File: src/hw/rtl/pidl_pkg.sv
// ----------------------------------------------------------------------------
// pidl_pkg
// Shared types and constants for the positional insert/delete list.
// ----------------------------------------------------------------------------
package pidl_pkg;

    localparam int DEPTH_DEFAULT = 64;
    localparam int POS_W         = 6;
    localparam int VALUE_W       = 32;

    typedef enum logic [1:0] {
        ACT_APPEND = 2'd0,
        ACT_INSERT = 2'd1,
        ACT_DELETE = 2'd2,
        ACT_SHOW   = 2'd3
    } action_t;

    typedef enum logic [1:0] {
        STAT_OK     = 2'd0,
        STAT_FULL   = 2'd1,
        STAT_BADPOS = 2'd2,
        STAT_EMPTY  = 2'd3
    } status_t;

    // One result item offered by the sequencer to the output stage.
    typedef struct packed {
        logic               valid;
        status_t            status;
        logic [VALUE_W-1:0] entry_value;
        logic [POS_W-1:0]   entry_index;
        logic               last;
    } result_t;

endpackage

File: src/hw/rtl/pidl_ram.sv
// ----------------------------------------------------------------------------
// pidl_ram
// Generic simple dual-port RAM: one write port, one read port with
// registered read data that holds while no read is issued.
// ----------------------------------------------------------------------------
module pidl_ram #(
    parameter int WIDTH = 32,
    parameter int DEPTH = 64
) (
    input  logic                     aclk,
    input  logic                     we,
    input  logic [$clog2(DEPTH)-1:0] waddr,
    input  logic [WIDTH-1:0]         wdata,
    input  logic                     re,
    input  logic [$clog2(DEPTH)-1:0] raddr,
    output logic [WIDTH-1:0]         rdata
);

    logic [WIDTH-1:0] mem [DEPTH];
    logic [WIDTH-1:0] rdata_reg;

    always_ff @(posedge aclk) begin
        if (we) begin
            mem[waddr] <= wdata;
        end
        if (re) begin
            rdata_reg <= mem[raddr];
        end
    end

    assign rdata = rdata_reg;

endmodule

File: src/hw/rtl/pidl_seq.sv
// ----------------------------------------------------------------------------
// pidl_seq
// Item sequencer: keeps the fill count, walks the entry RAM for shifts and
// for show, and offers result items to the output stage.
// ----------------------------------------------------------------------------
module pidl_seq #(
    parameter int DEPTH = pidl_pkg::DEPTH_DEFAULT
) (
    input  logic                          aclk,
    input  logic                          aresetn,
    input  logic                          s_valid,
    output logic                          s_ready,
    input  logic [1:0]                    s_action,
    input  logic [pidl_pkg::POS_W-1:0]    s_position,
    input  logic [pidl_pkg::VALUE_W-1:0]  s_value,
    input  logic                          take,
    output pidl_pkg::result_t             res,
    output logic                          ram_we,
    output logic [$clog2(DEPTH)-1:0]      ram_waddr,
    output logic [pidl_pkg::VALUE_W-1:0]  ram_wdata,
    output logic                          ram_re,
    output logic [$clog2(DEPTH)-1:0]      ram_raddr,
    input  logic [pidl_pkg::VALUE_W-1:0]  ram_rdata
);

    localparam int AW = $clog2(DEPTH);
    localparam int CW = $clog2(DEPTH + 1);
    // compare width: holds position, fill count and either plus two
    localparam int XW = ((CW > pidl_pkg::POS_W) ? CW : pidl_pkg::POS_W) + 1;

    typedef enum logic [4:0] {
        S_IDLE = 5'b00001,
        S_UP   = 5'b00010,
        S_DN   = 5'b00100,
        S_SHOW = 5'b01000,
        S_RESP = 5'b10000
    } state_t;

    state_t                        state_reg, state_next;
    logic [CW-1:0]                 fill_reg, fill_next;
    logic [AW-1:0]                 cursor_reg, cursor_next;
    logic [AW-1:0]                 pos_reg, pos_next;
    logic [pidl_pkg::VALUE_W-1:0]  value_reg, value_next;
    pidl_pkg::status_t             status_reg, status_next;

    logic          fire;
    logic [XW-1:0] pos_x, fill_x, cursor_x;
    logic          full, empty, show_last;

    assign s_ready   = (state_reg == S_IDLE);
    assign fire      = s_valid && s_ready;
    assign pos_x     = XW'(s_position);
    assign fill_x    = XW'(fill_reg);
    assign cursor_x  = XW'(cursor_reg);
    assign full      = (fill_x == XW'(DEPTH));
    assign empty     = (fill_reg == '0);
    assign show_last = ((cursor_x + XW'(1)) == fill_x);

    always_comb begin
        state_next  = state_reg;
        fill_next   = fill_reg;
        cursor_next = cursor_reg;
        pos_next    = pos_reg;
        value_next  = value_reg;
        status_next = status_reg;

        ram_we    = 1'b0;
        ram_waddr = cursor_reg;
        ram_wdata = ram_rdata;
        ram_re    = 1'b0;
        ram_raddr = cursor_reg;

        res.valid       = 1'b0;
        res.status      = status_reg;
        res.entry_value = '0;
        res.entry_index = '0;
        res.last        = 1'b1;

        unique case (state_reg)
            S_IDLE: begin
                if (fire) begin
                    value_next  = s_value;
                    pos_next    = AW'(s_position);
                    status_next = pidl_pkg::STAT_OK;
                    state_next  = S_RESP;
                    unique case (pidl_pkg::action_t'(s_action))
                        pidl_pkg::ACT_APPEND: begin
                            if (full) begin
                                status_next = pidl_pkg::STAT_FULL;
                            end else begin
                                ram_we    = 1'b1;
                                ram_waddr = AW'(fill_reg);
                                ram_wdata = s_value;
                                fill_next = fill_reg + CW'(1);
                            end
                        end
                        pidl_pkg::ACT_INSERT: begin
                            if (full) begin
                                status_next = pidl_pkg::STAT_FULL;
                            end else if (pos_x > fill_x) begin
                                status_next = pidl_pkg::STAT_BADPOS;
                            end else if (pos_x == fill_x) begin
                                ram_we    = 1'b1;
                                ram_waddr = AW'(fill_reg);
                                ram_wdata = s_value;
                                fill_next = fill_reg + CW'(1);
                            end else begin
                                // walk down from the top, one move per cycle
                                ram_re      = 1'b1;
                                ram_raddr   = AW'(fill_x - XW'(1));
                                cursor_next = AW'(fill_reg);
                                state_next  = S_UP;
                            end
                        end
                        pidl_pkg::ACT_DELETE: begin
                            if (empty) begin
                                status_next = pidl_pkg::STAT_EMPTY;
                            end else if (pos_x >= fill_x) begin
                                status_next = pidl_pkg::STAT_BADPOS;
                            end else if ((pos_x + XW'(1)) == fill_x) begin
                                fill_next = fill_reg - CW'(1);
                            end else begin
                                ram_re      = 1'b1;
                                ram_raddr   = AW'(pos_x + XW'(1));
                                cursor_next = AW'(s_position);
                                state_next  = S_DN;
                            end
                        end
                        pidl_pkg::ACT_SHOW: begin
                            if (empty) begin
                                status_next = pidl_pkg::STAT_EMPTY;
                            end else begin
                                ram_re      = 1'b1;
                                ram_raddr   = '0;
                                cursor_next = '0;
                                state_next  = S_SHOW;
                            end
                        end
                    endcase
                end
            end
            S_UP: begin
                ram_we      = 1'b1;
                ram_waddr   = cursor_reg;
                cursor_next = cursor_reg - AW'(1);
                if (cursor_reg == pos_reg) begin
                    ram_wdata  = value_reg;
                    fill_next  = fill_reg + CW'(1);
                    state_next = S_RESP;
                end else begin
                    ram_wdata = ram_rdata;
                    // fetch ahead of the write while more moves remain
                    if ((cursor_x - XW'(1)) != XW'(pos_reg)) begin
                        ram_re    = 1'b1;
                        ram_raddr = AW'(cursor_x - XW'(2));
                    end
                end
            end
            S_DN: begin
                ram_we      = 1'b1;
                ram_waddr   = cursor_reg;
                ram_wdata   = ram_rdata;
                cursor_next = cursor_reg + AW'(1);
                if ((cursor_x + XW'(2)) == fill_x) begin
                    fill_next  = fill_reg - CW'(1);
                    state_next = S_RESP;
                end else begin
                    ram_re    = 1'b1;
                    ram_raddr = AW'(cursor_x + XW'(2));
                end
            end
            S_SHOW: begin
                res.valid       = 1'b1;
                res.status      = pidl_pkg::STAT_OK;
                res.entry_value = ram_rdata;
                res.entry_index = pidl_pkg::POS_W'(cursor_reg);
                res.last        = show_last;
                if (take) begin
                    if (show_last) begin
                        state_next = S_IDLE;
                    end else begin
                        ram_re      = 1'b1;
                        ram_raddr   = AW'(cursor_x + XW'(1));
                        cursor_next = AW'(cursor_x + XW'(1));
                    end
                end
            end
            S_RESP: begin
                res.valid = 1'b1;
                if (take) begin
                    state_next = S_IDLE;
                end
            end
            default: begin
                state_next = S_IDLE;
            end
        endcase
    end

    always_ff @(posedge aclk) begin
        if (!aresetn) begin
            state_reg <= S_IDLE;
            fill_reg  <= '0;
        end else begin
            state_reg <= state_next;
            fill_reg  <= fill_next;
        end
        cursor_reg <= cursor_next;
        pos_reg    <= pos_next;
        value_reg  <= value_next;
        status_reg <= status_next;
    end

    a_append_grows: assert property (@(posedge aclk) disable iff (!aresetn)
        fire && (s_action == pidl_pkg::ACT_APPEND) && !full
        |=> fill_reg == $past(fill_reg) + CW'(1))
        else $error("append did not grow the fill count");

    a_no_write_on_read: assert property (@(posedge aclk) disable iff (!aresetn)
        (state_reg == S_SHOW || state_reg == S_RESP) |-> !ram_we)
        else $error("RAM written while emitting results");

    a_write_in_bounds: assert property (@(posedge aclk) disable iff (!aresetn)
        ram_we |-> (XW'(ram_waddr) <= fill_x) && (XW'(ram_waddr) < XW'(DEPTH)))
        else $error("RAM write beyond the list");

    a_last_ends_item: assert property (@(posedge aclk) disable iff (!aresetn)
        res.valid && take && res.last |=> state_reg == S_IDLE)
        else $error("sequencer busy after final result");

endmodule

File: src/hw/rtl/positional_insert_delete_list.sv
// ----------------------------------------------------------------------------
// positional_insert_delete_list
// Ordered list of signed words with append, insert, delete and show-all.
// ----------------------------------------------------------------------------
// Items are taken one at a time; s_ready is high only while no item is in
// work, and a result register decouples m_ready from the next item. Insert
// below the end and delete below the last entry shift the entries between;
// show emits one entry per cycle while the result side does not stall. The
// shift walks are bound by the entry RAM's single write port, one entry
// moved per cycle. Entry storage needs no clearing after reset: only entries
// below the fill count are ever read.
module positional_insert_delete_list #(
    parameter int DEPTH = pidl_pkg::DEPTH_DEFAULT
) (
    input  logic                                aclk,
    input  logic                                aresetn,
    input  logic                                s_valid,
    output logic                                s_ready,
    input  logic [1:0]                          s_action,
    input  logic [pidl_pkg::POS_W-1:0]          s_position,
    input  logic signed [pidl_pkg::VALUE_W-1:0] s_value,
    output logic                                m_valid,
    input  logic                                m_ready,
    output logic [1:0]                          m_status,
    output logic signed [pidl_pkg::VALUE_W-1:0] m_entry_value,
    output logic [pidl_pkg::POS_W-1:0]          m_entry_index,
    output logic                                m_last
);

    localparam int AW = $clog2(DEPTH);

    pidl_pkg::result_t             res;
    logic                          take;
    logic                          ram_we, ram_re;
    logic [AW-1:0]                 ram_waddr, ram_raddr;
    logic [pidl_pkg::VALUE_W-1:0]  ram_wdata, ram_rdata;

    logic                          m_valid_reg;
    logic [1:0]                    status_reg;
    logic [pidl_pkg::VALUE_W-1:0]  value_reg;
    logic [pidl_pkg::POS_W-1:0]    index_reg;
    logic                          last_reg;

    pidl_ram #(
        .WIDTH (pidl_pkg::VALUE_W),
        .DEPTH (DEPTH)
    ) u_ram (
        .aclk  (aclk),
        .we    (ram_we),
        .waddr (ram_waddr),
        .wdata (ram_wdata),
        .re    (ram_re),
        .raddr (ram_raddr),
        .rdata (ram_rdata)
    );

    pidl_seq #(
        .DEPTH (DEPTH)
    ) u_seq (
        .aclk       (aclk),
        .aresetn    (aresetn),
        .s_valid    (s_valid),
        .s_ready    (s_ready),
        .s_action   (s_action),
        .s_position (s_position),
        .s_value    (s_value),
        .take       (take),
        .res        (res),
        .ram_we     (ram_we),
        .ram_waddr  (ram_waddr),
        .ram_wdata  (ram_wdata),
        .ram_re     (ram_re),
        .ram_raddr  (ram_raddr),
        .ram_rdata  (ram_rdata)
    );

    // result register: loads when empty or being drained this cycle
    assign take = !m_valid_reg || m_ready;

    always_ff @(posedge aclk) begin
        if (!aresetn) begin
            m_valid_reg <= 1'b0;
        end else if (take) begin
            m_valid_reg <= res.valid;
        end
        if (take && res.valid) begin
            status_reg <= res.status;
            value_reg  <= res.entry_value;
            index_reg  <= res.entry_index;
            last_reg   <= res.last;
        end
    end

    assign m_valid       = m_valid_reg;
    assign m_status      = status_reg;
    assign m_entry_value = value_reg;
    assign m_entry_index = index_reg;
    assign m_last        = last_reg;

endmodule

File: config.mk
export PLATFORM = sky130hd
export DESIGN_NAME = positional_insert_delete_list
export DESIGN_NICKNAME = d
export VERILOG_FILES = /design/src/hw/rtl/pidl_pkg.sv /design/src/hw/rtl/pidl_ram.sv /design/src/hw/rtl/pidl_seq.sv /design/src/hw/rtl/positional_insert_delete_list.sv
export SDC_FILE = /design/constraint.sdc
export NUM_CORES = 2
export LEC_CHECK = 0
export BUFFER_PORTS_ARGS = -buffer_cell sky130_fd_sc_hd__clkbuf_2
export CAP_MARGIN = 25
export CELL_PAD_IN_SITES_DETAIL_PLACEMENT = 1
export CELL_PAD_IN_SITES_GLOBAL_PLACEMENT = 2
export CORE_MARGIN = 1.5
export CORE_UTILIZATION = 30
export CTS_CLUSTER_DIAMETER = 120
export DETAILED_ROUTE_END_ITERATION = 10
export MAX_ROUTING_LAYER = met4
export PLACE_DENSITY_LB_ADDON = 0.3
export RECOVER_POWER = 25
export SLEW_MARGIN = 20
export SYNTH_ARGS = -nofsm -noshare
export SYNTH_HDL_FRONTEND = slang
export SYNTH_SLANG_ARGS = --single-unit
File: constraint.sdc
create_clock -name aclk -period 7.3 [get_ports aclk]
set_input_delay 1.46 -clock aclk [delete_from_list [all_inputs] [get_ports aclk]]
set_output_delay 1.46 -clock aclk [all_outputs]
set_load 0.03 [all_outputs]
After elaboration in Yosys (flattened, before gate mapping)
Memories as Yosys holds them, arrays and structs flattened. A register that Yosys moved wholly into a read port is not among the register bits.
Index checks and enable logic that the tools add are counted.

cells by class
  order comparisons = 2
  muxes and demuxes = 98
  add/sub/neg operators = 10
  equal/unequal tests = 32
  reductions and logical operators = 14

operators with widths
  operator                                          number
  2-to-1 mux 32 bit                                 6
  2-to-1 mux 6 bit                                  26
  one-hot mux 32 bit (2 select lines)               2
  2-to-1 mux 7 bit                                  10
  2-to-1 mux 5 bit                                  13
  one-hot mux 6 bit (4 select lines)                2
  one-hot mux 7 bit (3 select lines)                2
  one-hot mux 6 bit (3 select lines)                2
  inequality test 3 bit, second input constant      9
  one-hot mux 5 bit (5 select lines)                1
  2-to-1 mux 1 bit                                  22
  == test 7 bit                                     3
  one-hot mux 5 bit (3 select lines)                1
  adder 6 x 1 -> 7 bit, second input constant       2
  one-hot mux 6 bit (2 select lines)                1
  AND reduction 12 bit                              1
  subtractor 6 x 1 -> 6 bit, second input constant  2
  2-to-1 mux 2 bit                                  5
  AND reduction 9 bit                               1
  inequality test 4 bit, second input constant      2
  inequality test 8 x 6 -> 1 bit                    1
  one-hot mux 2 bit (4 select lines)                1
  adder 6 x 2 -> 7 bit, second input constant       1
  adder 7 x 1 -> 7 bit, second input constant       1
  31 further kinds                                  39

storage, ports and cells
  register bits after elaboration = 100
  bits in writable memories = 2,048
  memories = 1
  output and inout bits = 43

memories
  memory     depth  bits a word  rd ports  clocked after memory_dff  wr ports  RTL line        source
  u_ram.mem  64     32           1         1                         1         pidl_ram.sv:19  logic [WIDTH-1:0] mem [DEPTH];

Logic depth before layout (Yosys ltp)
  word-level depth = 9
  depth in mapped cells = 22
  mapped depth without buffers = 14

Modules after synthesis
A second synthesis with hierarchy kept.

second synthesis, totals
  cells, all modules = 4,211
  area total of the unflattened synthesis = 86,107.6 µm²

modules (own cells, without submodules)
  module                         instances  area each (µm²)  sequential area each (µm²)  cells an instance
  pidl_ram                       1          79,359.9         62,459.9                    3,511
  pidl_seq                       1          5,459.0          1,621.6                     654
  positional_insert_delete_list  1          1,288.7          1,251.2                     46

Worst setup path after synthesis
Ideal clock, no wire load.

  path type = input port to flip-flop
  start = in s_position[4] (netlist bit)
  end = mem u_ram.mem[0][0] (data pin)
  required time = 6.598 ns
  cell stages on the path = 10
  data arrival time = 6.027 ns
  setup time = 0.702 ns
  slack = 0.571 ns
  buffers on the path = 3
  cell sequence = ha_1 -> nand4b_1 -> nor2_1 -> a21oi_1 -> nor3_1 -> clkbuf_1 -> clkbuf_1 -> buf_1 -> a22oi_1 -> o21ai_0

on the way
  word-level cells in the longest chain between the ends = 7
  elaborated cells between the ends (all ways) = 8
  classes of those cells = 1 x order compare; 1 x eq/ne; 6 x mux

ends and longest elaborated chain
  item                                                                            RTL line                             source
  from (decl)                                                                     positional_insert_delete_list.sv:20  input logic [pidl_pkg::POS_W-1:0] s_position,
  branches (longest 2 deep; another with greater-than comparator 6 x 7 -> 1 bit)  --
  2-to-1 mux 32 bit (*)                                                           pidl_seq.sv:100                      end else if (pos_x > fill_x) begin
  2-to-1 mux 32 bit (*)                                                           pidl_seq.sv:98                       if (full) begin
  one-hot mux 32 bit (2 select lines) (*)                                         pidl_seq.sv:86                       unique case (pidl_pkg::action_t'(s_action))
  2-to-1 mux 32 bit (*)                                                           pidl_seq.sv:81                       if (fire) begin
  one-hot mux 32 bit (2 select lines) (*)                                         pidl_seq.sv:79                       unique case (state_reg)
  net ram_wdata, one bit                                                          positional_insert_delete_list.sv:36  logic [pidl_pkg::VALUE_W-1:0] ram_wdata, ram_rdata;
  to (decl)                                                                       pidl_ram.sv:19

Mark *: on every way through the listed nets, which the timed path passes.

Worst setup path in the final report
  start = reg u_seq.fill_reg[1]
  end = mem u_ram.mem[44][21] (data pin)

on the way
  word-level cells in the longest chain between the ends = 7
  elaborated cells between the ends (all ways) = 10
  classes of those cells = 1 x order compare; 2 x eq/ne; 7 x mux

ends and longest elaborated chain
  item                                                                            RTL line                             source
  from (decl)                                                                     pidl_seq.sv:40                       logic [CW-1:0] fill_reg, fill_next;
  from (signal assigned)                                                          pidl_seq.sv:206                      fill_reg <= fill_next;
  branches (longest 4 deep; another with greater-than comparator 6 x 7 -> 1 bit)  --
  one-hot mux 32 bit (2 select lines) (*)                                         pidl_seq.sv:86
  2-to-1 mux 32 bit (*)                                                           pidl_seq.sv:81
  one-hot mux 32 bit (2 select lines) (*)                                         pidl_seq.sv:79
  net ram_wdata, one bit                                                          positional_insert_delete_list.sv:36

Marks and branches as above.

==> results.ini <==
[outcome]
outcome = finished with violations
violations = max-capacitance violations, max-slew violations

[power]
p_int_mw = 25.87
ir_drop_mv = 0.2680
p_sw_mw = 15.84
p_total_mw = 41.71
switching_share = 0.3798
power-per-cell-area_nw_per_um2 = 400.4
power_frac_seq = 0.352
clkPwrFrac = 0.282
leakage_nw = 35.12
power_frac_comb = 0.366

[grt]
grt_pass1_wl_um = 449700
grt_overflow = 0
antenna_found_initial = 16
grt_usage = 0.2118
grt_pass1_vias = 59270
grt_max_degree = 86

[cts]
htree_levels = 4
cts_root_buf = clkbuf_16
cts_inserted_buffers = 236
hold_buffers = 0
clk_path_buf_depth = 4
clk_latency_ps = 950
path_clk_slew_ps = 60
cts_tree = done
ctsResizeCount = 0
post_cts_buffers = 0
cts.sinks = 2180

[detailed_routing]
routed-via-count = 58460
wl_per_cell_um = 28.58
dr.pass1.iters = 5
viasPerCell = 5.295
drc = 0
ant_nets = 0
wirelength_um = 315600
drt_iter0_drc = 5682

[worst_setup_path]
critPathMostFrequentCell = buf_4
cp_max_fo = 34
worstPathRequired_ps = 8030
rrSetupSlack_ps = 470
path_class = flip-flop to flip-flop
end_kind = flip-flop
cp-start-kind = flip-flop
slowest_delay_ps = 1630
cp_cell_sequence = inv_1 -> ha_1 -> or3b_1 -> nor4b_1 -> nor2_1 -> o21ai_4 -> buf_4 -> a22oi_1 -> o21ai_0 -> clkbuf_1 -> buf_4
arrival_ps = 7560
crit_slowest_cell = o21ai_0

[logic_synthesis]
syn_nets = 6712
synth-main-ff-cell = edfxtp_1
ys_ff_latch = 2180
ys_warn_count = 0
synth_seq_area_share = 0.7321
async_reset_ff_frac = 0
synth_edf_count = 2167
synth_cells = 6645
avgSynthCellArea_um2 = 13.43
ys_types = 90
netlist_area_um2 = 89240

[die]
die-area_um2 = 300800
rows = 200
die_w_um = 548.4
core_area_um2 = 296300
initial_core_util = 0.3012
dieHeight_um = 548.4
ioPinCount = 87

[place]
gp_congestion = 0.8523
dp_hpwl_um = 186600
port_buffers = 86
placed_cells = 10600
place_ws_ps = 591.7

[finish]
fillers = 31010
multiInputGateArea_um2 = 22460
final_common_cell = edfxtp_1
seq_area_um2 = 65330
most-common-layout-cells = 2167 x edfxtp_1, 1800 x nand2_1, 685 x nand3_1
syn2layout_area_growth_pct = 16.71
layout-drive-gt1-share = 0.1178
largest_reg_flops = 2048
finalNetCount = 6969
regMostFlops = u_ram.mem
layout.cells.non_filler = 11040

[sta]
timing.final.crit_share = 0.9356
fin_crit_ps = 6830
tns_ps = 0
fin_ws_ps = 470.0
slew_viol_final = 1242
setup_viol = 0
worst_clock_skew_ps = 81.51
clock.fmax_ghz = 0.1464
hold_viol = 0
grt_setup_unrepaired = no
relSlewSlack = -1.121
worst_pin_slew_ps = 3181
fin_hold_ws_ps = 524.9

[flow_run]
drv_cap = 26

[worst_hold_path]
hold_class = flip-flop to flip-flop

-- critical path, delay by kind of cell (launching register included) --
family          cells  cell delay [ps]
fa+ha+maj           1              270
simple gates        3             1480
buf+inv             4             2190
flops               1              540
compound gates      3             2120
-- logic make-up after synthesis --
family                   count (synthesis)  synth area share
adder cells (fa/ha/maj)                 23          0.003309
buffers and inverters                  467           0.02525
XOR/XNOR                                45          0.004753
AND/OR/NAND/NOR                       2973            0.1452
multiplexers                           232           0.02835
flip-flops                            2180            0.7321
AO/OA/AOI/OAI                          725           0.06108
-- cell usage after synthesis (8+ instances only) --
| cell | instances | share of area |
|---|---|---|
| a31oi_1 | 69 | 0.0048 |
| inv_1 | 22 | 0.00093 |
| a21oi_1 | 108 | 0.0061 |
| or4_1 | 17 | 0.0014 |
| o311ai_0 | 9 | 0.00088 |
| o211ai_1 | 13 | 0.0011 |
| xor2_1 | 21 | 0.0021 |
| edfxtp_1 | 2167 | 0.73 |
| a311oi_1 | 217 | 0.021 |
| buf_2 | 264 | 0.015 |
| nand4_1 | 8 | 0.00056 |
| mux2_2 | 16 | 0.0020 |
| o221ai_1 | 9 | 0.00088 |
| o32ai_1 | 21 | 0.0021 |
| and2_1 | 46 | 0.0032 |
| o21ai_0 | 73 | 0.0041 |
| clkbuf_1 | 96 | 0.0040 |
| nand2_1 | 1800 | 0.076 |
| nor4_1 | 13 | 0.00091 |
| a211o_1 | 9 | 0.00088 |
| buf_4 | 31 | 0.0026 |
| a22oi_1 | 36 | 0.0030 |
| o22ai_1 | 26 | 0.0018 |
| nor2_1 | 142 | 0.0060 |
| o31ai_1 | 8 | 0.00067 |
| xnor2_1 | 22 | 0.0022 |
| buf_1 | 44 | 0.0019 |
| nand3_1 | 686 | 0.038 |
| a221oi_1 | 10 | 0.00098 |
| dfxtp_1 | 13 | 0.0029 |
| nor3_1 | 32 | 0.0018 |
| mux4_2 | 15 | 0.0038 |
| mux2i_1 | 201 | 0.023 |
| ha_1 | 22 | 0.0031 |
| a311o_1 | 11 | 0.0012 |
| and3_1 | 172 | 0.012 |
| or3_1 | 12 | 0.00084 |
-- power by group through the flow --
stage | Combinational [mW] | Sequential, mW | Clock [mW]
final | 15.3 | 14.7 | 11.7
after global routing | 16.4 | 14.7 | 12.4
after CTS | 15.3 | 14.7 | 12.0
after detailed placement | 15.3 | 14.9 | 0
after global placement | 15.1 | 14.9 | 0
after floorplan | 8.74 | 15.0 | 0
-- final cells by class --
| class | count | share of cell area |
|---|---|---|
| sequential | 2180 | 0.6272 |
| clock inverter | 133 | 0.01207 |
| antenna | 14 | 0.0003363 |
| multi-input combinational | 3998 | 0.2157 |
| tap | 3939 | 0.04732 |
| inverter | 24 | 0.0008649 |
| timing repair buffer | 462 | 0.03759 |
| clock buffer | 292 | 0.05892 |
-- through the flow --
| step | utilization | cell area, um^2 |
|---|---|---|
| after floorplan | - | 89240 |
| after global placement | 0.3271 | 96920 |
| after detailed placement | 0.3274 | 97010 |
| after CTS | 0.3524 | 104400 |
| after global routing | 0.3515 | 104100 |
| final | 0.3516 | 104200 |
-- path summary, 6_finish.rpt --
check | startpoint | endpoint | cells after the start
setup / recovery | u_seq.fill_reg[1] | u_ram.mem[44][21] | 11
hold / removal | u_seq.status_reg[1] | m_status[1] | 1
setup reg to reg | u_seq.fill_reg[1] | u_ram.mem[44][21] | 11
hold reg to reg | u_seq.status_reg[1] | m_status[1] | 1
-- layer usage --
layer  vias up  wire (um)  part of all wire  GRT usage
li1      25390          -                 -          -
met1     31070     143400              0.45     0.2872
met2      1621     149100              0.47     0.3375
met3       383      16350             0.052    0.02832
met4         0       6821             0.022    0.04793
met5         -          0                 0          -
(Power assumes the default switching activity.)
